### config.mk
export PLATFORM = sky130hd
export DESIGN_NAME = edge_coverage_span_fill
export DESIGN_NICKNAME = d
export VERILOG_FILES = /design/src/rtl/core/ecsf_pkg.sv /design/src/rtl/core/edge_coverage_span_fill.sv
export SDC_FILE = /design/constraint.sdc
export NUM_CORES = 1
export LEC_CHECK = 0
export BUFFER_PORTS_ARGS = -buffer_cell sky130_fd_sc_hd__clkbuf_2
export CAP_MARGIN = 5
export CORE_MARGIN = 8
export CORE_UTILIZATION = 69
export DETAILED_ROUTE_END_ITERATION = 12
export PLACE_DENSITY = 0.87
export REMOVE_ABC_BUFFERS = 1
export SLEW_MARGIN = 20
export SYNTH_ARGS = -nofsm -noshare
export SYNTH_HDL_FRONTEND = slang
export SYNTH_SLANG_ARGS = --single-unit
### constraint.sdc
create_clock -name clk -period 29.4 [get_ports clk]
set_input_delay 4.41 -clock clk [delete_from_list [all_inputs] [get_ports clk]]
set_output_delay 4.41 -clock clk [all_outputs]
set_load 0.01 [all_outputs]
### src/rtl/core/ecsf_pkg.sv
// ----------------------------------------------------------------------------
// ecsf_pkg
// Shared constants, result type and arithmetic helpers for the edge coverage
// span fill block.
// ----------------------------------------------------------------------------
package ecsf_pkg;

    // Geometry and fixed-point format
    localparam int LINE_WIDTH = 4096;
    localparam int FRAC_BITS  = 16;

    // Field widths
    localparam int X_W   = 12;
    localparam int W_W   = 17;
    localparam int H_W   = 18;
    localparam int COV_W = 17;
    localparam int ACC_W = 32;
    localparam int PRD_W = W_W + 1 + H_W;
    localparam int SUM_W = PRD_W + 1;

    // Result queue
    localparam int QDEPTH = 4;
    localparam int QPTR_W = $clog2(QDEPTH);
    localparam int QCNT_W = QPTR_W + 1;

    // Item codes
    localparam logic OP_EDGE = 1'b0;
    localparam logic OP_END  = 1'b1;

    typedef struct packed {
        logic [COV_W-1:0] coverage;
        logic [X_W-1:0]   repeat_count;
        logic             order_error;
        logic             last_of_item;
    } result_t;

    // Saturate a column to the line
    function automatic logic [X_W-1:0] clamp_col(input logic [X_W-1:0] x);
        if (32'(x) >= 32'(LINE_WIDTH)) begin
            return X_W'(LINE_WIDTH - 1);
        end
        return x;
    endfunction

    // Saturate a wide signed sum to the signed 32-bit range
    function automatic logic signed [ACC_W-1:0] sat_acc(input logic signed [SUM_W-1:0] v);
        logic [SUM_W-ACC_W:0] top;
        top = v[SUM_W-1:ACC_W-1];
        if ((&top) || !(|top)) begin
            return v[ACC_W-1:0];
        end
        return v[SUM_W-1] ? {1'b1, {(ACC_W-1){1'b0}}} : {1'b0, {(ACC_W-1){1'b1}}};
    endfunction

    // min(|v|, one), masked to the output width
    function automatic logic [COV_W-1:0] cover_of(input logic signed [ACC_W-1:0] v);
        logic [ACC_W:0] mag;
        logic [ACC_W:0] one;
        one = (ACC_W+1)'(1) << FRAC_BITS;
        mag = v[ACC_W-1] ? (ACC_W+1)'(-{v[ACC_W-1], v}) : {1'b0, v};
        if (mag > one) begin
            mag = one;
        end
        return mag[COV_W-1:0];
    endfunction

endpackage

### src/rtl/core/edge_coverage_span_fill.sv
// ----------------------------------------------------------------------------
// edge_coverage_span_fill
// Scanline coverage accumulation over edge contributions sorted by column.
// ----------------------------------------------------------------------------
// An item is taken into an input register; once the result queue has room,
// one pass of logic (one 18x18 multiply, saturating adds, clamps) updates
// the column, cell and run state and pushes its results into a four-entry
// result queue whose head drives the result port. An item with no result or
// one result moves through at one per cycle while the queue has room; an item
// that closes a cell and a gap pushes two results and, since the result port
// moves one transfer per cycle, a stream of such items is held back by the
// result port once the queue fills. start_x is taken at once and used at
// reset-of-line (end of stream); it does not move the current column until
// then.
module edge_coverage_span_fill (
    input  logic                                clk,
    input  logic                                rst_n,
    input  logic                                start_x_we,
    input  logic [ecsf_pkg::X_W-1:0]            start_x,
    input  logic                                item_valid,
    output logic                                item_stall,
    input  logic                                op,
    input  logic [ecsf_pkg::X_W-1:0]            edge_x,
    input  logic [ecsf_pkg::W_W-1:0]            area_weight,
    input  logic signed [ecsf_pkg::H_W-1:0]     edge_height,
    output logic                                result_valid,
    input  logic                                result_stall,
    output logic [ecsf_pkg::COV_W-1:0]          coverage,
    output logic [ecsf_pkg::X_W-1:0]            repeat_count,
    output logic                                order_error,
    output logic                                last_of_item
);

    // Configuration register
    logic [ecsf_pkg::X_W-1:0] start_x_reg;

    // Input register
    logic                                in_vld_reg;
    logic                                op_reg;
    logic [ecsf_pkg::X_W-1:0]            x_reg;
    logic [ecsf_pkg::W_W-1:0]            w_reg;
    logic signed [ecsf_pkg::H_W-1:0]     h_reg;

    // Accumulation state
    logic [ecsf_pkg::X_W-1:0]            prev_x_reg, prev_x_next;
    logic signed [ecsf_pkg::ACC_W-1:0]   span_area_reg, span_area_next;
    logic signed [ecsf_pkg::ACC_W-1:0]   run_cover_reg, run_cover_next;

    // Result queue
    ecsf_pkg::result_t                   q_mem [ecsf_pkg::QDEPTH];
    logic [ecsf_pkg::QPTR_W-1:0]         wr_ptr_reg, rd_ptr_reg;
    logic [ecsf_pkg::QCNT_W-1:0]         cnt_reg, cnt_next;

    // Datapath signals
    logic                                in_xfer, out_xfer, advance;
    logic [1:0]                          push_n;
    ecsf_pkg::result_t                   res0, res1;
    logic signed [ecsf_pkg::PRD_W-1:0]   prod, wh;
    logic signed [ecsf_pkg::SUM_W-1:0]   wh_ext, h_ext, span_ext, run_ext;
    logic [ecsf_pkg::X_W-1:0]            col, gap;

    // Handshakes
    assign in_xfer    = item_valid && !item_stall;
    assign out_xfer   = result_valid && !result_stall;
    assign item_stall = in_vld_reg && !advance;
    assign advance    = in_vld_reg &&
                        ((ecsf_pkg::QCNT_W+1)'(cnt_reg) + (ecsf_pkg::QCNT_W+1)'(push_n)
                         <= (ecsf_pkg::QCNT_W+1)'(ecsf_pkg::QDEPTH));

    // Single-pass update of state and results
    always_comb
    begin
        col      = ecsf_pkg::clamp_col(x_reg);
        gap      = col - prev_x_reg - ecsf_pkg::X_W'(1);
        prod     = $signed({1'b0, w_reg}) * h_reg;
        wh       = prod >>> ecsf_pkg::FRAC_BITS;
        wh_ext   = ecsf_pkg::SUM_W'(wh);
        h_ext    = ecsf_pkg::SUM_W'(h_reg);
        span_ext = ecsf_pkg::SUM_W'(span_area_reg);
        run_ext  = ecsf_pkg::SUM_W'(run_cover_reg);

        prev_x_next    = prev_x_reg;
        span_area_next = span_area_reg;
        run_cover_next = run_cover_reg;
        push_n         = 2'd0;
        res0 = '{coverage: ecsf_pkg::cover_of(span_area_reg),
                 repeat_count: ecsf_pkg::X_W'(1), order_error: 1'b0, last_of_item: 1'b1};
        res1 = '{coverage: ecsf_pkg::cover_of(run_cover_reg),
                 repeat_count: gap, order_error: 1'b0, last_of_item: 1'b1};

        if (op_reg == ecsf_pkg::OP_END) begin
            // End of stream: flush a nonzero cell, restart the line
            if (span_area_reg != '0) begin
                push_n = 2'd1;
            end
            prev_x_next    = ecsf_pkg::clamp_col(start_x_reg);
            span_area_next = '0;
            run_cover_next = '0;
        end
        else if (col < prev_x_reg) begin
            // Out of order: flag it, state holds
            push_n = 2'd1;
            res0   = '{coverage: '0, repeat_count: '0, order_error: 1'b1, last_of_item: 1'b1};
        end
        else if (col == prev_x_reg) begin
            // Same cell: accumulate
            span_area_next = ecsf_pkg::sat_acc(span_ext + wh_ext);
            run_cover_next = ecsf_pkg::sat_acc(run_ext + h_ext);
        end
        else begin
            // New cell: close the old one, fill the gap with the run
            res0.last_of_item = (gap == '0);
            push_n            = (gap == '0) ? 2'd1 : 2'd2;
            span_area_next    = ecsf_pkg::sat_acc(run_ext + wh_ext);
            run_cover_next    = ecsf_pkg::sat_acc(run_ext + h_ext);
            prev_x_next       = col;
        end
    end

    // Control registers
    always_ff @(posedge clk or negedge rst_n)
    begin
        if (!rst_n) begin
            start_x_reg   <= '0;
            in_vld_reg    <= 1'b0;
            prev_x_reg    <= ecsf_pkg::clamp_col('0);
            span_area_reg <= '0;
            run_cover_reg <= '0;
            wr_ptr_reg    <= '0;
            rd_ptr_reg    <= '0;
            cnt_reg       <= '0;
        end
        else begin
            if (start_x_we) begin
                start_x_reg <= start_x;
            end
            if (in_xfer) begin
                in_vld_reg <= 1'b1;
            end
            else if (advance) begin
                in_vld_reg <= 1'b0;
            end
            if (advance) begin
                prev_x_reg    <= prev_x_next;
                span_area_reg <= span_area_next;
                run_cover_reg <= run_cover_next;
                wr_ptr_reg    <= wr_ptr_reg + ecsf_pkg::QPTR_W'(push_n);
            end
            if (out_xfer) begin
                rd_ptr_reg <= rd_ptr_reg + ecsf_pkg::QPTR_W'(1);
            end
            cnt_reg <= cnt_next;
        end
    end

    always_comb
    begin
        cnt_next = cnt_reg;
        if (advance) begin
            cnt_next = cnt_next + ecsf_pkg::QCNT_W'(push_n);
        end
        if (out_xfer) begin
            cnt_next = cnt_next - ecsf_pkg::QCNT_W'(1);
        end
    end

    // Input payload register
    always_ff @(posedge clk)
    begin
        if (in_xfer) begin
            op_reg <= op;
            x_reg  <= edge_x;
            w_reg  <= area_weight;
            h_reg  <= edge_height;
        end
    end

    // Result queue storage
    always_ff @(posedge clk)
    begin
        if (advance && push_n != 2'd0) begin
            q_mem[wr_ptr_reg] <= res0;
        end
        if (advance && push_n == 2'd2) begin
            q_mem[wr_ptr_reg + ecsf_pkg::QPTR_W'(1)] <= res1;
        end
    end

    // Result port from queue head
    assign result_valid = (cnt_reg != '0);
    assign coverage     = q_mem[rd_ptr_reg].coverage;
    assign repeat_count = q_mem[rd_ptr_reg].repeat_count;
    assign order_error  = q_mem[rd_ptr_reg].order_error;
    assign last_of_item = q_mem[rd_ptr_reg].last_of_item;

endmodule
* After elaboration in Yosys (flattened, before gate mapping)
Memories as Yosys holds them, arrays and structs flattened.
Index checks and enable logic that the tools add are counted.
Widths: inputs -> output; s select.
** Operators by class
- Add/subtract/negate cells :: 13
- $mul :: 1
- Div/mod/pow operators :: 0
- Order comparisons :: 4
- Equality and inequality tests :: 4
- Shifts and indexed selects :: 0
- Multiplexer cells :: 55
- Bitwise logic cells :: 0
- Reductions and logical operators :: 28
** Operators with widths (number)
- $mux 32 :: 16
- $add 32x20->33 :: 2
- $gt 33x17->1 const B :: 2
- $mux 33 :: 2
- $neg 33->33 :: 2
- $mul 18x18->36 :: 1
- $mux 12 :: 3
- $mux 17 :: 2
- $add 32x18->33 :: 1
- $reduce_bool 32->1 :: 1
- $mux 31 :: 1
- $mux 30 :: 1
- $mux 1 :: 24
- $reduce_and 6->1 :: 3
- $reduce_or 6->1 :: 3
- $eq 12x12->1 :: 1
- $logic_not 12->1 :: 1
- $lt 12x12->1 :: 1
- $sub 12x1->12 const B :: 1
- $sub 12x12->12 :: 1
- $mux 2 :: 4
- $logic_and 1x1->1 :: 6
- $logic_not 1->1 :: 6
- $mux 3 :: 2
- other kinds (13) :: 18
** Word-level totals
- Register bits :: 144
- Bits in latches :: 0
- Bits in writable memories :: 124
- Bits in read-only memories :: 0
- Input port bits :: 65
- Output and inout port bits :: 33
- Logic and storage cells :: 118
- Memories :: 1
** Memories
- q_mem :: words 4, bits a word 31, rd ports 1, clocked after memory_dff 0, write ports 2, line edge_coverage_span_fill.sv:50 : ecsf_pkg::result_t q_mem [ecsf_pkg::QDEPTH];

* Depth between registers and ports, before layout
Gate-level depths: netlist (run 1).
- Depth in word-level cells :: 15
- Gate-level depth with buffers :: 37
- Gate-level depth less buffers :: 33

* Worst setup path before layout (run 1)
Ideal clock, no wire load.
- Path type :: register to register
- From :: register h_reg[17] (netlist name)
- To :: register span_area_reg[11] (netlist name)
- Setup time :: 0.133 ns
- Arrival :: 10.480 ns
- Required time :: 29.267 ns
- Path slack :: 18.787 ns
- Stages on the path, launching flop included :: 33
- Path buffers :: 2
- Clock period less this slack :: 10.613 ns
- Cells stage by stage :: edfxtp_1 -> clkinv_1 -> nor2_1 -> fa_1 -> fa_1 -> fa_1 -> fa_1 -> fa_1 -> inv_1 -> fa_1 -> inv_1 -> ha_1 -> a21oi_1 -> o21ai_0 -> a21oi_1 -> o31ai_1 -> a211oi_1 -> a211oi_1 -> o21ai_0 -> nor2_1 -> a211oi_1 -> ha_1 -> a211o_1 -> a21oi_1 -> o31ai_1 -> a21oi_1 -> nor4bb_1 -> or2_2 -> clkbuf_1 -> mux2_2 -> o211ai_1 -> clkbuf_1 -> o21ai_0
** Between the ends
- Longest elaborated chain between the ends :: 13
- Elaborated cells between the ends (all ways) :: 28
- Classes of those cells :: add/sub (2); mul (1); mux (17); reduce/logical (8)
** Ends and longest elaborated chain
- start, declared :: line edge_coverage_span_fill.sv:42 : logic signed [ecsf_pkg::H_W-1:0] h_reg;
- start signal, assigned :: line edge_coverage_span_fill.sv:174 : h_reg <= edge_height;
- $mul 18x18->36 * :: line edge_coverage_span_fill.sv:75 : prod = $signed({1'b0, w_reg}) * h_reg;
- $add 32x20->33 (on tied branches) :: line edge_coverage_span_fill.sv:114, edge_coverage_span_fill.sv:107
- $reduce_or 6->1 :: line ecsf_pkg.sv:49 : if ((&top) || !(|top)) begin
- $logic_not 1->1 :: line ecsf_pkg.sv:49
- $logic_or 1x1->1 :: line ecsf_pkg.sv:49
- $mux 1 :: line ecsf_pkg.sv:49
- $mux 1 :: line edge_coverage_span_fill.sv:105 : else if (col == prev_x_reg) begin
- $mux 1 :: line edge_coverage_span_fill.sv:100 : else if (col < prev_x_reg) begin
- $mux 1 :: line edge_coverage_span_fill.sv:91 : if (op_reg == ecsf_pkg::OP_END) begin
- $mux 32 :: line ecsf_pkg.sv:52 : return v[SUM_W-1] ? {1'b1, {(ACC_W-1){1'b0}}} : {1'b0, {(ACC_W-1){1'b1}}};
- $mux 32 * :: line edge_coverage_span_fill.sv:105
- $mux 32 * :: line edge_coverage_span_fill.sv:100
- $mux 32 * :: line edge_coverage_span_fill.sv:91
- end signal, assigned :: line edge_coverage_span_fill.sv:145 : span_area_reg <= span_area_next;
- end, declared :: line edge_coverage_span_fill.sv:46 : logic signed [ecsf_pkg::ACC_W-1:0] span_area_reg, span_area_next;
Every way passes the cells marked *; elsewhere a longest branch is shown, timed or not. The select of a mux whose other input is x is not followed.
A chain may end at the register's enable or synchronous reset.

* Worst setup path after layout (run 1)
- From :: register h_reg[3] (netlist name)
- To :: register span_area_reg[26] (netlist name)
Same word-level chain as after synthesis.

==> metrics, run 1 <==
placed insts 3,594; fin crit period 10.61 ns; RePlAce Congestion 0.9435; Max-Slew Margin vs Limit 26.76%; DR vias/cell 6.722; Worst-Skew Late Latency 0.62 ns; RSZ-0062 raised after global routing no; Worst Skew 0.02066 ns; CTS Hold Buffers Added 0; H-tree depth 1; CTS Sinks 268; Synth top area share 17.10%; FMAX 94.25 MHz; Fin Setup TNS 0 ns; Reg clk slew, reported paths 0.07 ns; max-cap viol count 0; Rows 75; Hold Path Class register to register; GR Util All Layers 33.61%; crit path from h_reg[3]$_DFFE_PP_; worst r2r src h_reg[3]$_DFFE_PP_; reg2reg path depth 31; top-level I/O count 98; Final period util 36.09%; initial DRC count 2,568; vias 24,550; Final #Nets 3,639; Pre-Repair DR Iteration Count 7; share of flip-flops with an asynchronous set or reset 35.82%; Area Growth Syn to Fin 6.951%; crit path capture span_area_reg[26]$_DFFE_PN0P_; CP Max Fanout 26; area leader, netlist edfxtp_1; fin. max-slew vios 0; Starting Density 69.28%; root buf cell clkbuf_16; max incr delay on CP 0.72 ns; post-CTS setup buffer count 0; cell mode on critical path fa_1; die width 220.3 um; fin cells 3,652; sequential area share after synthesis 26.00%; DRC Markers 0; status finished, final reports clean; Post-synth EDFFs 164; initial antenna violation count 1; number of fill cells 2,819; Post-CTS Resized 0; # setup viols final 0; worst endpoint data arrival time 11.12 ns; CP Capture Type register; vias in the first global route 25,260; DIE HEIGHT 220.3 um; Die ar. 48,530 sq um; share of cells above drive strength 1 8.066%; R2R Path End span_area_reg[26]$_DFFE_PN0P_; Post-Syn Instances 3,064; pin count of the biggest net entering global routing 71; final hold vios 0; Placeable Area 41,570 sq um; FF-to-FF setup slack 18.79 ns; mapped cell area 28,800 sq um; synth unique cells 81; Longest Clk Path Bufs 3; Yosys warnings 0; CP Launch Type register; total grt overflow 0; max reg flops 124; first-pass GRT wire length 130.6 mm; port bufs 97; Avg Cell Area, Syn 9.399 sq um; Worst Max-Slew Pin Slew 1.090 ns; CTS buffer count 31; Critical-path top delay cell edfxtp_1; synth top area cells edfxtp_1 (17%), fa_1 (17%), ha_1 (11%); CTS tree yes; Worst EP required 29.91 ns; Avg WL per Cell 22.04 um; critical path class register to register; post-DP HPWL 59.72 mm; Seq cells post-synth 268; final wirelength 80.50 mm; Final ANT Viol Nets 0; ys flop type edfxtp_1
-- worst max-delay path, delay by kind of cell, from the launching register on --
family	cells	cell delay [ns]
compound gates	13	4.41
fa+ha+maj	8	3.76
simple gates	5	1.00
flops	1	0.72
buf+inv	5	0.60
-- kinds of logic after synthesis --
group,synth area share [%]
flip-flops,26.00
AO/OA/AOI/OAI,16.74
multiplexers,3.858
AND/OR/NAND/NOR,15.03
XOR/XNOR,4.227
adder cells (fa/ha/maj),27.48
buffers and inverters,6.669
-- layout by cell type, fill, tap and decap left out, types with 13 or more instances in the layout --
cell / count
inv_1: 381
a21o_1: 62
clkbuf_2: 96
a21oi_1: 144
nor2b_1: 24
dfrtp_1: 95
a211oi_1: 26
and3_1: 29
nor3_1: 44
xor2_1: 51
a31oi_1: 23
mux4_2: 31
nor2_1: 145
mux2i_1: 21
o22ai_1: 98
xnor2_1: 88
mux2_2: 18
and2_1: 150
ha_1: 242
fa_1: 244
nand2b_1: 35
o31ai_1: 13
nor4_1: 17
nand4_1: 20
o21bai_1: 15
o211ai_1: 16
nand2_1: 306
edfxtp_1: 164
a221o_1: 34
o21a_1: 30
o21ai_0: 141
clkbuf_16: 33
nand3_1: 35
buf_4: 23
-- synth_stat cells, types with 30 or more instances --
cell,count
xor2_1,51
xnor2_1,88
inv_1,381
and2_1,151
nand2_1,306
o21ai_0,141
edfxtp_1,164
mux4_2,31
nand2b_1,35
nand3_1,35
clkbuf_1,111
a21oi_1,144
a21o_1,62
dfrtp_1,96
a221o_1,34
ha_1,242
o22ai_1,98
o21a_1,30
fa_1,244
nor3_1,44
nor2_1,145
-- worst min path at each step --
| stage | startpoint | to | slack [ns] | depth (start not counted) |
|---|---|---|---|---|
| after global routing | q_mem[3][0]$_SDFFE_PP1P_ | q_mem[3][0]$_SDFFE_PP1P_ | 0.50 | 2 |
| after CTS | q_mem[0][0]$_SDFFE_PP1P_ | q_mem[0][0]$_SDFFE_PP1P_ | 0.47 | 2 |
| after floorplan | q_mem[0][0]$_SDFFE_PP1P_ | q_mem[0][0]$_SDFFE_PP1P_ | 0.43 | 2 |
| final | q_mem[0][0]$_SDFFE_PP1P_ | q_mem[0][0]$_SDFFE_PP1P_ | 0.48 | 2 |
| after detailed placement | q_mem[0][0]$_SDFFE_PP1P_ | q_mem[0][0]$_SDFFE_PP1P_ | 0.46 | 2 |
| after global placement | q_mem[0][0]$_SDFFE_PP1P_ | q_mem[0][0]$_SDFFE_PP1P_ | 0.46 | 2 |
-- layer usage --
layer	GRT usage [%]	part of all wire, %	up-vias
li1	-	-	10820
met1	42.27	37	11850
met2	55.70	47	1521
met3	5.563	9.4	360
met4	17.44	5.6	2
met5	0	0.016	-
-- through the flow --
stage | hold WS, ns | area (sq um) | utilization (%) | setup slack [ns]
after CTS | 0.4697 | 30800 | 74.09 | 18.86
final | 0.4788 | 30800 | 74.09 | 18.79
after global routing | 0.5030 | 30800 | 74.09 | 18.27
after global placement | 0.4581 | 29670 | 71.37 | 19.05
after floorplan | 0.4284 | 28310 | - | 18.64
after detailed placement | 0.4635 | 29670 | 71.37 | 18.95
-- area by class of cell --
| class | instances | area, sq um | area share, % |
|---|---|---|---|
| Timing Repair Buffer | 119 | 653.1 | 2.120 |
| Sequential cell | 268 | 7488 | 24.31 |
| Multi-Input combinational cell | 2286 | 19420 | 63.05 |
| Antenna cell | 1 | 2.502 | 0.008124 |
| Inverter | 382 | 1434 | 4.655 |
| Tap cell | 539 | 674.4 | 2.190 |
| Clock buffer | 35 | 833.3 | 2.705 |
| Clock inverter | 22 | 296.5 | 0.9627 |
Power of run 1 is not shown: default switching activity piles up to over one toggle a cycle in this logic, so the estimate is an artifact.
==> inputs of run 2 (changes only) <==
CORE_UTILIZATION = 65   (was 69)
PLACE_DENSITY = 0.83   (was 0.87)
clock period = 11 ns   (was 29.4 ns; I/O delays follow)
==> run 2 against run 1 <==
  * Register-to-register slack got worse by 18 ns
  * Worst hold slack worse by 0.013 ns
  * Critical path depth is 1 higher
==> metrics, run 2 (synthesized netlist as in run 1, its figures left out) <==
H-tree depth 1 (unchanged); die width 226.5 um (was 220.3 um); first-pass GRT wire length 128.9 mm (was 130.6 mm); CTS buffer count 31 (unchanged); initial antenna violation count 0 (was 1); worst endpoint data arrival time 10.88 ns (was 11.12 ns); Hold Startpoint q_mem[0][0]$_SDFFE_PP1P_ (unchanged); Die ar. 51,300 sq um (was 48,530 sq um); CP Launch Type register (unchanged); Critical-path top delay cell edfxtp_1 (unchanged); # setup viols final 0 (unchanged); CTS tree yes (unchanged); CTS Hold Buffers Added 0 (unchanged); port bufs 97 (unchanged); Worst EP required 11.51 ns (was 29.91 ns); Placeable Area 43,930 sq um (was 41,570 sq um); DR vias/cell 6.554 (was 6.722); max reg flops 124 (unchanged); R2R Path End span_area_reg[18]$_DFFE_PN0P_ (was span_area_reg[26]$_DFFE_PN0P_); fin. max-slew vios 0 (unchanged); Fin Setup TNS 0 ns (unchanged); FMAX 96.47 MHz (was 94.25 MHz); post-DP HPWL 59.48 mm (was 59.72 mm); share of cells above drive strength 1 8.168% (was 8.066%); cell mode on critical path fa_1 (unchanged); total grt overflow 0 (unchanged); Hold Path Class register to register (unchanged); commonest non-fill, non-tap cells in the layout inv_1 (381), nand2_1 (306), fa_1 (244) (unchanged); final hold vios 0 (unchanged); worst r2r src h_reg[5]$_DFFE_PP_ (was h_reg[3]$_DFFE_PP_); Pre-Repair DR Iteration Count 6 (was 7); ANT cells 0 (was 1); Worst Skew 0.03570 ns (was 0.02066 ns); final core utilization 70.24% (was 74.09%); final wirelength 79.54 mm (was 80.50 mm); top-level I/O count 98 (unchanged); Hold Crit Depth 2 (unchanged); CP Max Fanout 19 (was 26); vias in the first global route 24,650 (was 25,260); max incr delay on CP 0.71 ns (was 0.72 ns); Reg clk slew, reported paths 0.07 ns (about the same); CTS Sinks 268 (unchanged); Multi-input gate area 19,430 sq um (was 19,420 sq um); Worst-Skew Late Latency 0.62 ns (about the same); RePlAce Congestion 0.9653 (was 0.9435); RSZ-0062 raised after global routing no (unchanged); Rows 77 (was 75); DIE HEIGHT 226.5 um (was 220.3 um); commonest non-fill, non-tap cell in the layout inv_1 (unchanged); Register Area 7490 sq um (was 7488 sq um); pin count of the biggest net entering global routing 78 (was 71); DRC Markers 0 (unchanged); Final #Nets 3,648 (was 3,639); Hold EP q_mem[0][0]$_SDFFE_PP1P_ (unchanged); Max-Slew Margin vs Limit 23.64% (was 26.76%); max-cap viol count 0 (unchanged); critical path class register to register (unchanged); Area Growth Syn to Fin 7.147% (was 6.951%); number of fill cells 3,255 (was 2,819); Longest Clk Path Bufs 3 (unchanged); CP Capture Type register (unchanged); FF-to-FF setup slack 0.63 ns (was 18.79 ns); fin crit period 10.37 ns (was 10.61 ns); GR Util All Layers 31.24% (was 33.61%); Starting Density 65.55% (was 69.28%); reg2reg path depth 32 (was 31); Avg WL per Cell 21.42 um (was 22.04 um); Final period util 94.24% (was 36.09%); root buf cell clkbuf_16 (unchanged); Final ANT Viol Nets 0 (unchanged); Worst Max-Slew Pin Slew 1.137 ns (was 1.090 ns); status finished, final reports clean (unchanged); initial DRC count 2,739 (was 2,568); vias 24,340 (was 24,550)
run 2: changes by cell type in the layout (fill, tap and decap cells not counted), sizes merged:
| cell | before | now |
|---|---|---|
| clkbuf | 131 | 134 |
| inv | 386 | 385 |
| diode | 1 | 0 |
| buf | 23 | 32 |
| bufinv | 6 | 4 |
| clkinv | 10 | 11 |
run 2: worst max-delay path by stage:
stage	start	end	slack [ns]	cells after the start
after floorplan	h_reg[17]$_DFFE_PP_	span_area_reg[0]$_DFFE_PN0P_	0.24	30
after global placement	h_reg[4]$_DFFE_PP_	span_area_reg[12]$_DFFE_PN0P_	0.65	30
after detailed placement	h_reg[3]$_DFFE_PP_	span_area_reg[26]$_DFFE_PN0P_	0.35	31
after CTS	h_reg[3]$_DFFE_PP_	span_area_reg[26]$_DFFE_PN0P_	0.25	31
after global routing	h_reg[6]$_DFFE_PP_	span_area_reg[26]$_DFFE_PN0P_	0.23	33
final	h_reg[5]$_DFFE_PP_	span_area_reg[18]$_DFFE_PN0P_	0.63	32
run 2: layout make-up:
cell class / instances / area share [%]
multi-input cells: 2286 / 62.96
flip-flops and latches: 268 / 24.27
inverters: 382 / 4.647
clock buffers: 38 / 2.599
well taps: 592 / 2.400
repair buffers: 128 / 2.376
clock inverters: 20 / 0.7501
run 2: per-layer routing:
layer	GRT usage (%)	up-vias	wire length, um
met2	52.82	1370	38480
met3	4.384	257	7155
met4	12.37	0	3308
met5	0	-	0
met1	40.40	11880	30600
li1	-	10840	-
run 2: worst max-delay path: cells and delay by family, from the launching register on:
family,cells,cell delay (ns)
AOI/OAI and AO/OA,12,3.61
xor gates and xnor gates,1,0.46
adders and majority gates,8,3.63
buffers and inverters,5,0.57
DFF,1,0.71
and+or+nand+nor,6,1.26
run 2: what timing repair did:
action / CTS / global route
gates resized for setup: 0 / 1
buffers inserted: 0 / 4
setup endpoints to repair: 0 / 31
run 2: metrics by stage:
step / cell area (sq um) / hold WS (ns) / cells / setup slack (ns)
detailed placement: 29770 / 0.4577 / 3652 / 0.3512
global placement: 29770 / 0.4508 / 3652 / 0.6529
CTS: 30810 / 0.4687 / 3710 / 0.2507
finish: 30860 / 0.4653 / 3714 / 0.6341
floorplan: 28310 / 0.4284 / 2936 / 0.2425
global route: 30860 / 0.4806 / 3714 / 0.2292
Power of run 2 is left out for the same reason.
